File: src/rtl/kgr_pkg.sv
package kgr_pkg;

  localparam int VALUE_W = 32;
  localparam int GS_W    = 5;

  typedef enum logic {
    ST_FILL,
    ST_DRAIN
  } kgr_state_t;

endpackage

File: src/rtl/kgr_if.sv
interface kgr_in_if;
  logic                                  valid;
  logic                                  ready;
  logic signed [kgr_pkg::VALUE_W-1:0]    item_value;
  logic                                  is_final;

  modport source (output valid, output item_value, output is_final, input ready);
  modport sink   (input valid, input item_value, input is_final, output ready);
endinterface

interface kgr_out_if;
  logic                                  valid;
  logic                                  ready;
  logic signed [kgr_pkg::VALUE_W-1:0]    out_value;
  logic                                  run_last;
  logic                                  list_end;

  modport source (output valid, output out_value, output run_last, output list_end,
                  input ready);
  modport sink   (input valid, input out_value, input run_last, input list_end,
                  output ready);
endinterface

File: src/rtl/kgr_ram.sv
module kgr_ram #(
  parameter int WIDTH = 32,
  parameter int DEPTH = 16
) (
  input  logic                                   clk,
  input  logic                                   we,
  input  logic [(DEPTH > 1 ? $clog2(DEPTH) : 1)-1:0] waddr,
  input  logic [WIDTH-1:0]                       wdata,
  input  logic                                   re,
  input  logic [(DEPTH > 1 ? $clog2(DEPTH) : 1)-1:0] raddr,
  output logic [WIDTH-1:0]                       rdata
);

  logic [WIDTH-1:0] mem [DEPTH];

  always_ff @(posedge clk) begin
    if (we) begin
      mem[waddr] <= wdata;
    end
    if (re) begin
      rdata <= mem[raddr];
    end
  end

endmodule

File: src/rtl/stream_k_group_reverser.sv
// channel   dir   handshake         payload
// in_ch     in    valid / ready     item_value[31:0] signed, is_final
// out_ch    out   valid / ready     out_value[31:0] signed, run_last, list_end
// cfg       in    cfg_we            cfg_wdata[4:0] = group size k
//
// Items are written into the group RAM at one per cycle while gathering.
// A beat that closes a group (or ends the list) starts a burst of n results;
// the burst reads the RAM at one entry per cycle while out_ch does not stall,
// with the input held off. The RAM read register
// is the output stage; a stall freezes the read enable.
// Reset (synchronous, rst_n low) empties the buffer and sets k to 1.
module stream_k_group_reverser #(
  parameter int K_MAX = 16
) (
  input  logic                        clk,
  input  logic                        rst_n,
  kgr_in_if.sink                      in_ch,
  kgr_out_if.source                   out_ch,
  input  logic                        cfg_we,
  input  logic [kgr_pkg::GS_W-1:0]    cfg_wdata
);

  localparam int CW   = $clog2(K_MAX + 1);
  localparam int AW   = (K_MAX > 1) ? $clog2(K_MAX) : 1;
  localparam int CMPW = (CW > kgr_pkg::GS_W) ? CW : kgr_pkg::GS_W;

  kgr_pkg::kgr_state_t state_r, state_nxt;

  logic [kgr_pkg::GS_W-1:0] group_size_r;
  logic [CW-1:0]            held_r, held_nxt;
  logic [CW-1:0]            drain_n_r, drain_n_nxt;
  logic [CW-1:0]            rd_idx_r, rd_idx_nxt;
  logic                     rev_r, rev_nxt;
  logic                     fin_r, fin_nxt;
  logic                     out_valid_r, out_valid_nxt;
  logic                     run_last_r, run_last_nxt;
  logic                     list_end_r, list_end_nxt;

  logic [CMPW-1:0] gs_ext;
  logic [CMPW-1:0] k_eff;
  logic [CMPW-1:0] n_ext;
  logic            in_acc;
  logic            group_done;
  logic            start_burst;
  logic            issue;
  logic            issue_last;
  logic [CW-1:0]   rev_idx;
  logic [AW-1:0]   rd_addr;
  logic [kgr_pkg::VALUE_W-1:0] rd_data;

  // clamp k into 1..K_MAX
  assign gs_ext = CMPW'(group_size_r);
  always_comb begin
    if (gs_ext == '0) begin
      k_eff = CMPW'(1);
    end else if (gs_ext > CMPW'(K_MAX)) begin
      k_eff = CMPW'(K_MAX);
    end else begin
      k_eff = gs_ext;
    end
  end

  assign in_ch.ready  = (state_r == kgr_pkg::ST_FILL);
  assign in_acc       = in_ch.valid && in_ch.ready;
  assign n_ext        = CMPW'(held_r) + CMPW'(1);
  assign group_done   = (n_ext >= k_eff);
  assign start_burst  = in_acc && (group_done || in_ch.is_final);

  assign issue      = (state_r == kgr_pkg::ST_DRAIN) && (!out_valid_r || out_ch.ready);
  assign issue_last = ((rd_idx_r + CW'(1)) == drain_n_r);
  assign rev_idx    = drain_n_r - CW'(1) - rd_idx_r;
  assign rd_addr    = rev_r ? rev_idx[AW-1:0] : rd_idx_r[AW-1:0];

  kgr_ram #(
    .WIDTH(kgr_pkg::VALUE_W),
    .DEPTH(K_MAX)
  ) u_buf (
    .clk   (clk),
    .we    (in_acc),
    .waddr (held_r[AW-1:0]),
    .wdata (in_ch.item_value),
    .re    (issue),
    .raddr (rd_addr),
    .rdata (rd_data)
  );

  // next state
  always_comb begin
    state_nxt = state_r;
    case (state_r)
      kgr_pkg::ST_FILL: begin
        if (start_burst) begin
          state_nxt = kgr_pkg::ST_DRAIN;
        end
      end
      kgr_pkg::ST_DRAIN: begin
        if (issue && issue_last) begin
          state_nxt = kgr_pkg::ST_FILL;
        end
      end
      default: state_nxt = kgr_pkg::ST_FILL;
    endcase
  end

  // datapath and outputs
  always_comb begin
    held_nxt      = held_r;
    drain_n_nxt   = drain_n_r;
    rd_idx_nxt    = rd_idx_r;
    rev_nxt       = rev_r;
    fin_nxt       = fin_r;
    run_last_nxt  = run_last_r;
    list_end_nxt  = list_end_r;
    out_valid_nxt = out_valid_r && !out_ch.ready;
    case (state_r)
      kgr_pkg::ST_FILL: begin
        if (start_burst) begin
          held_nxt    = '0;
          drain_n_nxt = CW'(n_ext);
          rd_idx_nxt  = '0;
          rev_nxt     = group_done;
          fin_nxt     = in_ch.is_final;
        end else if (in_acc) begin
          held_nxt = CW'(n_ext);
        end
      end
      kgr_pkg::ST_DRAIN: begin
        if (issue) begin
          out_valid_nxt = 1'b1;
          run_last_nxt  = issue_last;
          list_end_nxt  = issue_last && fin_r;
          rd_idx_nxt    = rd_idx_r + CW'(1);
        end
      end
      default: ;
    endcase
  end

  always_ff @(posedge clk) begin
    if (!rst_n) begin
      state_r      <= kgr_pkg::ST_FILL;
      group_size_r <= kgr_pkg::GS_W'(1);
      held_r       <= '0;
      out_valid_r  <= 1'b0;
    end else begin
      state_r     <= state_nxt;
      held_r      <= held_nxt;
      out_valid_r <= out_valid_nxt;
      if (cfg_we) begin
        group_size_r <= cfg_wdata;
      end
    end
  end

  always_ff @(posedge clk) begin
    drain_n_r  <= drain_n_nxt;
    rd_idx_r   <= rd_idx_nxt;
    rev_r      <= rev_nxt;
    fin_r      <= fin_nxt;
    run_last_r <= run_last_nxt;
    list_end_r <= list_end_nxt;
  end

  assign out_ch.valid     = out_valid_r;
  assign out_ch.out_value = rd_data;
  assign out_ch.run_last  = run_last_r;
  assign out_ch.list_end  = list_end_r;

  a_held_range: assert property (@(posedge clk) disable iff (!rst_n)
    CMPW'(held_r) < CMPW'(K_MAX))
    else $error("held count reached buffer depth");

  a_burst_start: assert property (@(posedge clk) disable iff (!rst_n)
    start_burst |=> (state_r == kgr_pkg::ST_DRAIN) && (held_r == '0))
    else $error("burst did not start after group close");

  a_burst_end: assert property (@(posedge clk) disable iff (!rst_n)
    (issue && issue_last) |=> (state_r == kgr_pkg::ST_FILL) && out_valid_r && run_last_r)
    else $error("burst did not end on its last beat");

  a_end_is_last: assert property (@(posedge clk) disable iff (!rst_n)
    (out_valid_r && list_end_r) |-> run_last_r)
    else $error("list end without run last");

  a_idx_range: assert property (@(posedge clk) disable iff (!rst_n)
    (state_r == kgr_pkg::ST_DRAIN) |-> (rd_idx_r < drain_n_r))
    else $error("read index past burst length");

endmodule

File: src/flat_wrapper.sv
// flat-port wrapper written by rule: the top's interface ports become plain ports
module stream_k_group_reverser_flat 
#(
  parameter int K_MAX = 16
)
  (clk, rst_n, cfg_we, cfg_wdata, in_ch_valid, in_ch_item_value, in_ch_is_final, in_ch_ready, out_ch_valid, out_ch_out_value, out_ch_run_last, out_ch_list_end, out_ch_ready);
  kgr_in_if in_ch_i ();
  kgr_out_if out_ch_i ();
  input  logic clk;
  input  logic rst_n;
  input  logic cfg_we;
  input  logic [kgr_pkg::GS_W-1:0] cfg_wdata;
  input wire logic [$bits(in_ch_i.valid)-1:0] in_ch_valid;
  input wire logic [$bits(in_ch_i.item_value)-1:0] in_ch_item_value;
  input wire logic [$bits(in_ch_i.is_final)-1:0] in_ch_is_final;
  output wire logic [$bits(in_ch_i.ready)-1:0] in_ch_ready;
  output wire logic [$bits(out_ch_i.valid)-1:0] out_ch_valid;
  output wire logic [$bits(out_ch_i.out_value)-1:0] out_ch_out_value;
  output wire logic [$bits(out_ch_i.run_last)-1:0] out_ch_run_last;
  output wire logic [$bits(out_ch_i.list_end)-1:0] out_ch_list_end;
  input wire logic [$bits(out_ch_i.ready)-1:0] out_ch_ready;
  assign in_ch_i.valid = in_ch_valid;
  assign in_ch_i.item_value = in_ch_item_value;
  assign in_ch_i.is_final = in_ch_is_final;
  assign in_ch_ready = in_ch_i.ready;
  assign out_ch_valid = out_ch_i.valid;
  assign out_ch_out_value = out_ch_i.out_value;
  assign out_ch_run_last = out_ch_i.run_last;
  assign out_ch_list_end = out_ch_i.list_end;
  assign out_ch_i.ready = out_ch_ready;
  stream_k_group_reverser #(.K_MAX(K_MAX)) u_core (.clk(clk), .rst_n(rst_n), .in_ch(in_ch_i), .out_ch(out_ch_i), .cfg_we(cfg_we), .cfg_wdata(cfg_wdata));
endmodule
File: config.mk
export PLATFORM = sky130hd
export DESIGN_NAME = stream_k_group_reverser_flat
export DESIGN_NICKNAME = d
export VERILOG_FILES = /design/src/rtl/kgr_pkg.sv /design/src/rtl/kgr_if.sv /design/src/rtl/kgr_ram.sv /design/src/rtl/stream_k_group_reverser.sv /design/src/flat_wrapper.sv
export SDC_FILE = /design/constraint.sdc
export NUM_CORES = 1
export LEC_CHECK = 0
export BUFFER_PORTS_ARGS = -buffer_cell sky130_fd_sc_hd__buf_4
export CELL_PAD_IN_SITES_DETAIL_PLACEMENT = 1
export CELL_PAD_IN_SITES_GLOBAL_PLACEMENT = 2
export CORE_ASPECT_RATIO = 1.1
export CORE_MARGIN = 2
export CORE_UTILIZATION = 49
export DETAILED_ROUTE_END_ITERATION = 7
export PLACE_DENSITY_LB_ADDON = 0.12
export SYNTH_ARGS = -nofsm -noshare
export SYNTH_HDL_FRONTEND = slang
export SYNTH_HIERARCHICAL = 1
export SYNTH_SLANG_ARGS = --single-unit
export TNS_END_PERCENT = 30
File: constraint.sdc
create_clock -name clk -period 4.6 [get_ports clk]
set_input_delay 0.69 -clock clk [delete_from_list [all_inputs] [get_ports clk]]
set_output_delay 0.69 -clock clk [all_outputs]
set_load 0.1 [all_outputs]
# Word-level counts from Yosys, hierarchy flattened
# Memory sizes are Yosys's and may differ from the RTL's. A register that Yosys moved wholly into a read port is not among the register bits.
# Cells that the tools add are included.
totals:
  regBits: 26
  ram_bits: 512
  in_bits: 43
  output_inout_bits: 36
  word_cells: 52
  n_memories: 1
op_classes:
  add_sub_neg: 4
  n_lt_le_gt_ge: 2
  eq_ne: 3
  n_mux: 15
  n_bitwise: 1
  n_reduce_logical: 16
mem_list:
  columns: ["memory", "words", "word_bits", "read_ports", "rd_ports_with_merged_regs", "wr", "line", "text"]
  rows:
  - ["u_core.u_buf.mem", 16, 32, 1, 1, 1, "kgr_ram.sv:14", "logic [WIDTH-1:0] mem [DEPTH];"]
ops:
  columns: ["operator", "count"]
  rows:
  - ["5-bit 2-to-1 mux", 6]
  - ["5-bit by 1-bit adder with 5-bit output, second input constant", 2]
  - ["5-bit one-hot mux with 2 select lines", 1]
  - ["2-bit AND reduction", 4]
  - ["1-bit logical AND", 6]
  - ["1-bit 2-to-1 mux", 6]
  - ["5-bit equality test", 1]
  - ["5-bit >= comparator", 1]
  - ["5-bit > comparator, second input constant", 1]
  - ["5-bit zero test", 1]
  - ["4-bit 2-to-1 mux", 1]
  - ["2-bit != test, second input constant", 2]
  - ["4-bit by 1-bit subtractor with 4-bit output, second input constant", 1]
  - ["4-bit subtractor", 1]
  - ["1-bit zero test", 2]
  - ["1-bit logical OR", 2]
  - ["1-bit one-hot mux with 2 select lines", 1]
  - ["2-bit nonzero test", 1]
  - ["1-bit inverter", 1]

# Longest topological paths before layout
logic_depth:
  word_depth: 8
  ltp_mapped: 12
  ltp_nobuf: 10

# Hierarchy
# The synthesis kept the hierarchy.
modules_own_cells:
  columns: ["module", "n_inst", "cells_per_inst", "area_per_inst_um2", "seq_area_each_um2"]
  rows:
  - ["kgr_ram", 1, 838, 20174.3, 16335.7]
  - ["stream_k_group_reverser", 1, 129, 1336.3, 660.6]

# Worst setup path after synthesis
# No wires, ideal clock.
synth_timing:
  path_kind: "reg2reg"
  start: "reg u_core.state_r"
  end: "mem u_core.u_buf.mem[0][0], enable pin"
  setup_time_ns: 0.461
  t_arrival_ns: 4.187
  t_required_ns: 4.139
  slack_ns: -0.048
  stages_incl_launch_ff: 6
  path_buffers: 0
  period_less_slack_ns: 4.648
  cell_sequence: "dfxtp_1 inv_1 nand2_1 inv_1 or3b_2 nor3_1"
synth_via:
  elab_chain_len: 4
synth_lines:
  columns: ["element", "line", "text"]
  rows:
  - ["start: declaration", "stream_k_group_reverser.sv:27", "kgr_pkg::kgr_state_t state_r, state_nxt;"]
  - ["start signal: assignment", "stream_k_group_reverser.sv:141", "state_r <= kgr_pkg::ST_FILL;"]
  - ["start signal: assignment", "stream_k_group_reverser.sv:146", "state_r <= state_nxt;"]
  - ["1-bit inverter (no source line)", null, null]
  - ["net in_ch_ready", "flat_wrapper.sv:16", "output wire logic [$bits(in_ch_i.ready)-1:0] in_ch_ready;"]
  - ["1-bit logical AND", "stream_k_group_reverser.sv:64", "assign in_acc = in_ch.valid && in_ch.ready;"]
  - ["net u_core.in_acc", "stream_k_group_reverser.sv:42", "logic in_acc;"]
  - ["1-bit 2-to-1 mux", "kgr_ram.sv:17", "if (we) begin"]
  - ["1-bit 2-to-1 mux (not written as such)", "kgr_ram.sv:18", "mem[waddr] <= wdata;"]
  - ["end: declaration", "kgr_ram.sv:14", null]
# The timed path passes the listed nets, and every way through them passes these cells.

# Worst setup path in the final report
layout_timing:
  start: "reg u_core.rd_idx_r[1]"
  end: "reg u_core.u_buf.rdata[16] (read register of u_core.u_buf.mem) (data pin)"
layout_via:
  elab_chain_len: 2
layout_lines:
  columns: ["element", "line", "text"]
  rows:
  - ["start: declaration", "stream_k_group_reverser.sv:32", "logic [CW-1:0] rd_idx_r, rd_idx_nxt;"]
  - ["start signal: assignment", "stream_k_group_reverser.sv:157", "rd_idx_r <= rd_idx_nxt;"]
  - ["4-bit subtractor", "stream_k_group_reverser.sv:71", "assign rev_idx = drain_n_r - CW'(1) - rd_idx_r;"]
  - ["4-bit 2-to-1 mux", "stream_k_group_reverser.sv:72", "assign rd_addr = rev_r ? rev_idx[AW-1:0] : rd_idx_r[AW-1:0];"]
  - ["net u_core.rd_addr[3]", "stream_k_group_reverser.sv:48", "logic [AW-1:0] rd_addr;"]
  - ["end: declaration", "kgr_ram.sv:11", "output logic [WIDTH-1:0] rdata"]
# The timed path passes the listed nets, and every way through them passes these cells.
# A chain may end at the register's enable or synchronous reset.

==> results.md <==
- Syn_nets: 1021
- Die Y-Extent: 224 um
- Worst hold path type: input pin to register
- CP Capture Type: register
- Maximum VDD drop: 0.000399 V
- Hold_buf cts: 0
- Final ANT Viol Nets: 0
- Number of synthesized register bits: 570
- Post-Syn Area: 21500 um^2
- Post-DR vias/cell: 5.91
- Later-pin clock latency in the skew report: 600 ps
- First drt pass iteration count: 5
- CTS tree: done
- Row cnt: 80
- Clock period minus worst slack: 3350 ps
- Max clock buf depth: 3
- Initial antenna violation count: 2
- Drt wl/cell: 28.2 um
- Startpoint types: register
- Total clock sinks: 570
- Worst slew pin tran: 1010 ps
- I/O pin total: 79
- RePlAce Congestion: 0.700
- Root Driver: clkbuf_16
- Cell count after synthesis: 967
- Post-synth EDFFs: 558
- RSZ-0062 raised after global routing: false
- PwrDens: 533 nW/um^2
- Commonest non-fill, non-tap cell in the layout: edfxtp_1
- Fin crit share: 0.729
- Die Span X: 204 um
- Post-Route Skew: 10.5 ps
- Setup violators final: 0
- Vias: 10200
- Final Max Slew Viols: 0
- # port buffers: 78
- Max FO, Critical Path: 17
- Area Overhead vs Synth: 16.2%
- Total CTS buffers: 58
- Starting density of the core: 0.496
- Largest net degree at the start of global routing: 85
- Status: completed
- Worst EP arrival: 3820 ps
- Number of max-cap violations: 0
- Worst Path Required: 5070 ps
- Final Hold Fails: 0
- Layout Utilization: 0.577
- Fmax: 298 MHz
- H-tree Lvls: 2
- Total track usage: 0.221
- NumNets Final: 1150
- Detail Placement HPWL: 25400 um
- Syn avg cell area: 22.2 um^2
- Synth Flop Type: edfxtp_1
- Initial drt markers: 668
- Leak pwr: 8.09 nW
- # resized after CTS: 0
- First-pass GRT wire length: 72100 um
- Final routed DRC violation total: 0
- Commonest cells after routing, fill and taps aside: 558 x edfxtp_1, 128 x mux4_2, 109 x buf_4, 64 x a22oi_1, 61 x clkbuf_16
- Synth cell types: 36
- Sequential fraction of the synthesis area: 0.790
- Final setup TNS: 0 ps
- Die area: 45600 um^2
- Ant diodes: 0
- Grt total ovfl: 0
- Async SR Flop Fraction: 0
- Setup Buffers After CTS: 0
- Total Wirelength: 48400 um
- Headroom to the max-slew limit: 0.324
- Clk slew on worst S/H paths: 60 ps
- Crit path kind: register to register
- Core area: 43300 um^2
- Vias in the first global route: 11300
- Synth Warn #: 6
- Layout cells sized above 1: 0.312
cell usage after synthesis (all sizes together), types with 9 or more instances:
| library cell | instances | share of area |
|---|---|---|
| edfxtp | 558 | 0.78 |
| mux4 | 128 | 0.13 |
| a22oi | 64 | 0.022 |
| nand2 | 48 | 0.0084 |
| buf | 26 | 0.0074 |
| nor2 | 24 | 0.0042 |
| clkbuf | 18 | 0.0031 |
| dfxtp | 12 | 0.011 |
| ha | 10 | 0.0058 |
| a21oi | 9 | 0.0021 |
| inv | 9 | 0.0016 |
| nand3 | 9 | 0.0021 |
registers in the layout (all words and copies together) (netlist names):
register,count
u_core/out_ch.valid,1
u_core/fin_r,1
u_core/out_ch.run_last,1
u_core/held_r,5
u_core/group_size_r,5
u_core/u_buf/mem,512
u_core/drain_n_r,5
u_core/rev_r,1
u_core/u_buf/rdata,32
u_core/rd_idx_r,5
u_core/state_r,1
u_core/out_ch.list_end,1
worst paths after layout:
| path | slack (ps) | end | startpoint | cells after the start |
|---|---|---|---|---|
| min | 270 | u_core/group_size_r[0]$_SDFFE_PN1P_ | rst_n | 2 |
| max reg2reg | 1250 | u_core/u_buf/rdata[16]$_DFFE_PP_ | u_core/rd_idx_r[1]$_SDFFCE_PN0P_ | 11 |
| min reg2reg | 480 | u_core/held_r[4]$_SDFFE_PN0P_ | u_core/held_r[4]$_SDFFE_PN0P_ | 2 |
| max | 1250 | u_core/u_buf/rdata[16]$_DFFE_PP_ | u_core/rd_idx_r[1]$_SDFFCE_PN0P_ | 11 |
metal layers:
layer / track usage / share of wire / vias to the layer above
met4: 0.0643 / 0.023 / 4
met3: 0.0396 / 0.054 / 88
li1: - / - / 4316
met5: 0 / 0.00058 / -
met2: 0.371 / 0.50 / 259
met1: 0.297 / 0.42 / 5484
cell families (layout without fill, tap and decap cells):
family,Yosys count,after routing,share of synthesized area
AOI/OAI and AO/OA,80,80,0.0270
xor gates and xnor gates,14,14,0.00570
DFF,570,570,0.790
buffers and inverters,54,231,0.0123
adders and majority gates,11,11,0.00675
and+or+nand+nor,105,105,0.0218
muxes,133,133,0.136
final cells by class:
class,instances,area (um^2)
clock inverters,39,369
flip-flops and latches,570,17000
fillers,3658,18400
repair buffers,113,898
inverters,10,37.5
multi-input cells,343,4410
well taps,574,718
clock buffers,69,1560
report_power, final:
group / leakage [nW] / internal, mW / switching, mW
clock network: 0.953 / 2.80 / 1.93
registers: 5.15 / 5.91 / 0.0666
logic: 1.99 / 0.961 / 1.67
through the flow:
stage / total power [mW] / setup WS [ps] / instances / hold slack (ps) / instance area, um^2
6_report: 13.3 / 1250 / 1718 / 269 / 25000
5_1_grt: 13.8 / 1010 / 1718 / 266 / 25000
4_1_cts: 13.5 / 1240 / 1718 / 232 / 25000
3_5_place_dp: 8.76 / 1260 / 1610 / 478 / 23100
3_3_place_gp: 8.72 / 1330 / 1610 / 456 / 23100
2_1_floorplan: 7.99 / 286 / 967 / 441 / 21500
critical path, stage by stage, from the launching register on:
cell and delay [ps]:
edfxtp_1 420, inv_1 190, ha_1 270, a21o_1 160, a21oi_1 170, xor2_1 170, nand2_1 80, xnor2_1 510
and2_2 680, buf_4 330, a22oi_1 130, nand2_1 100
Power figures use the tool's default switching activity.
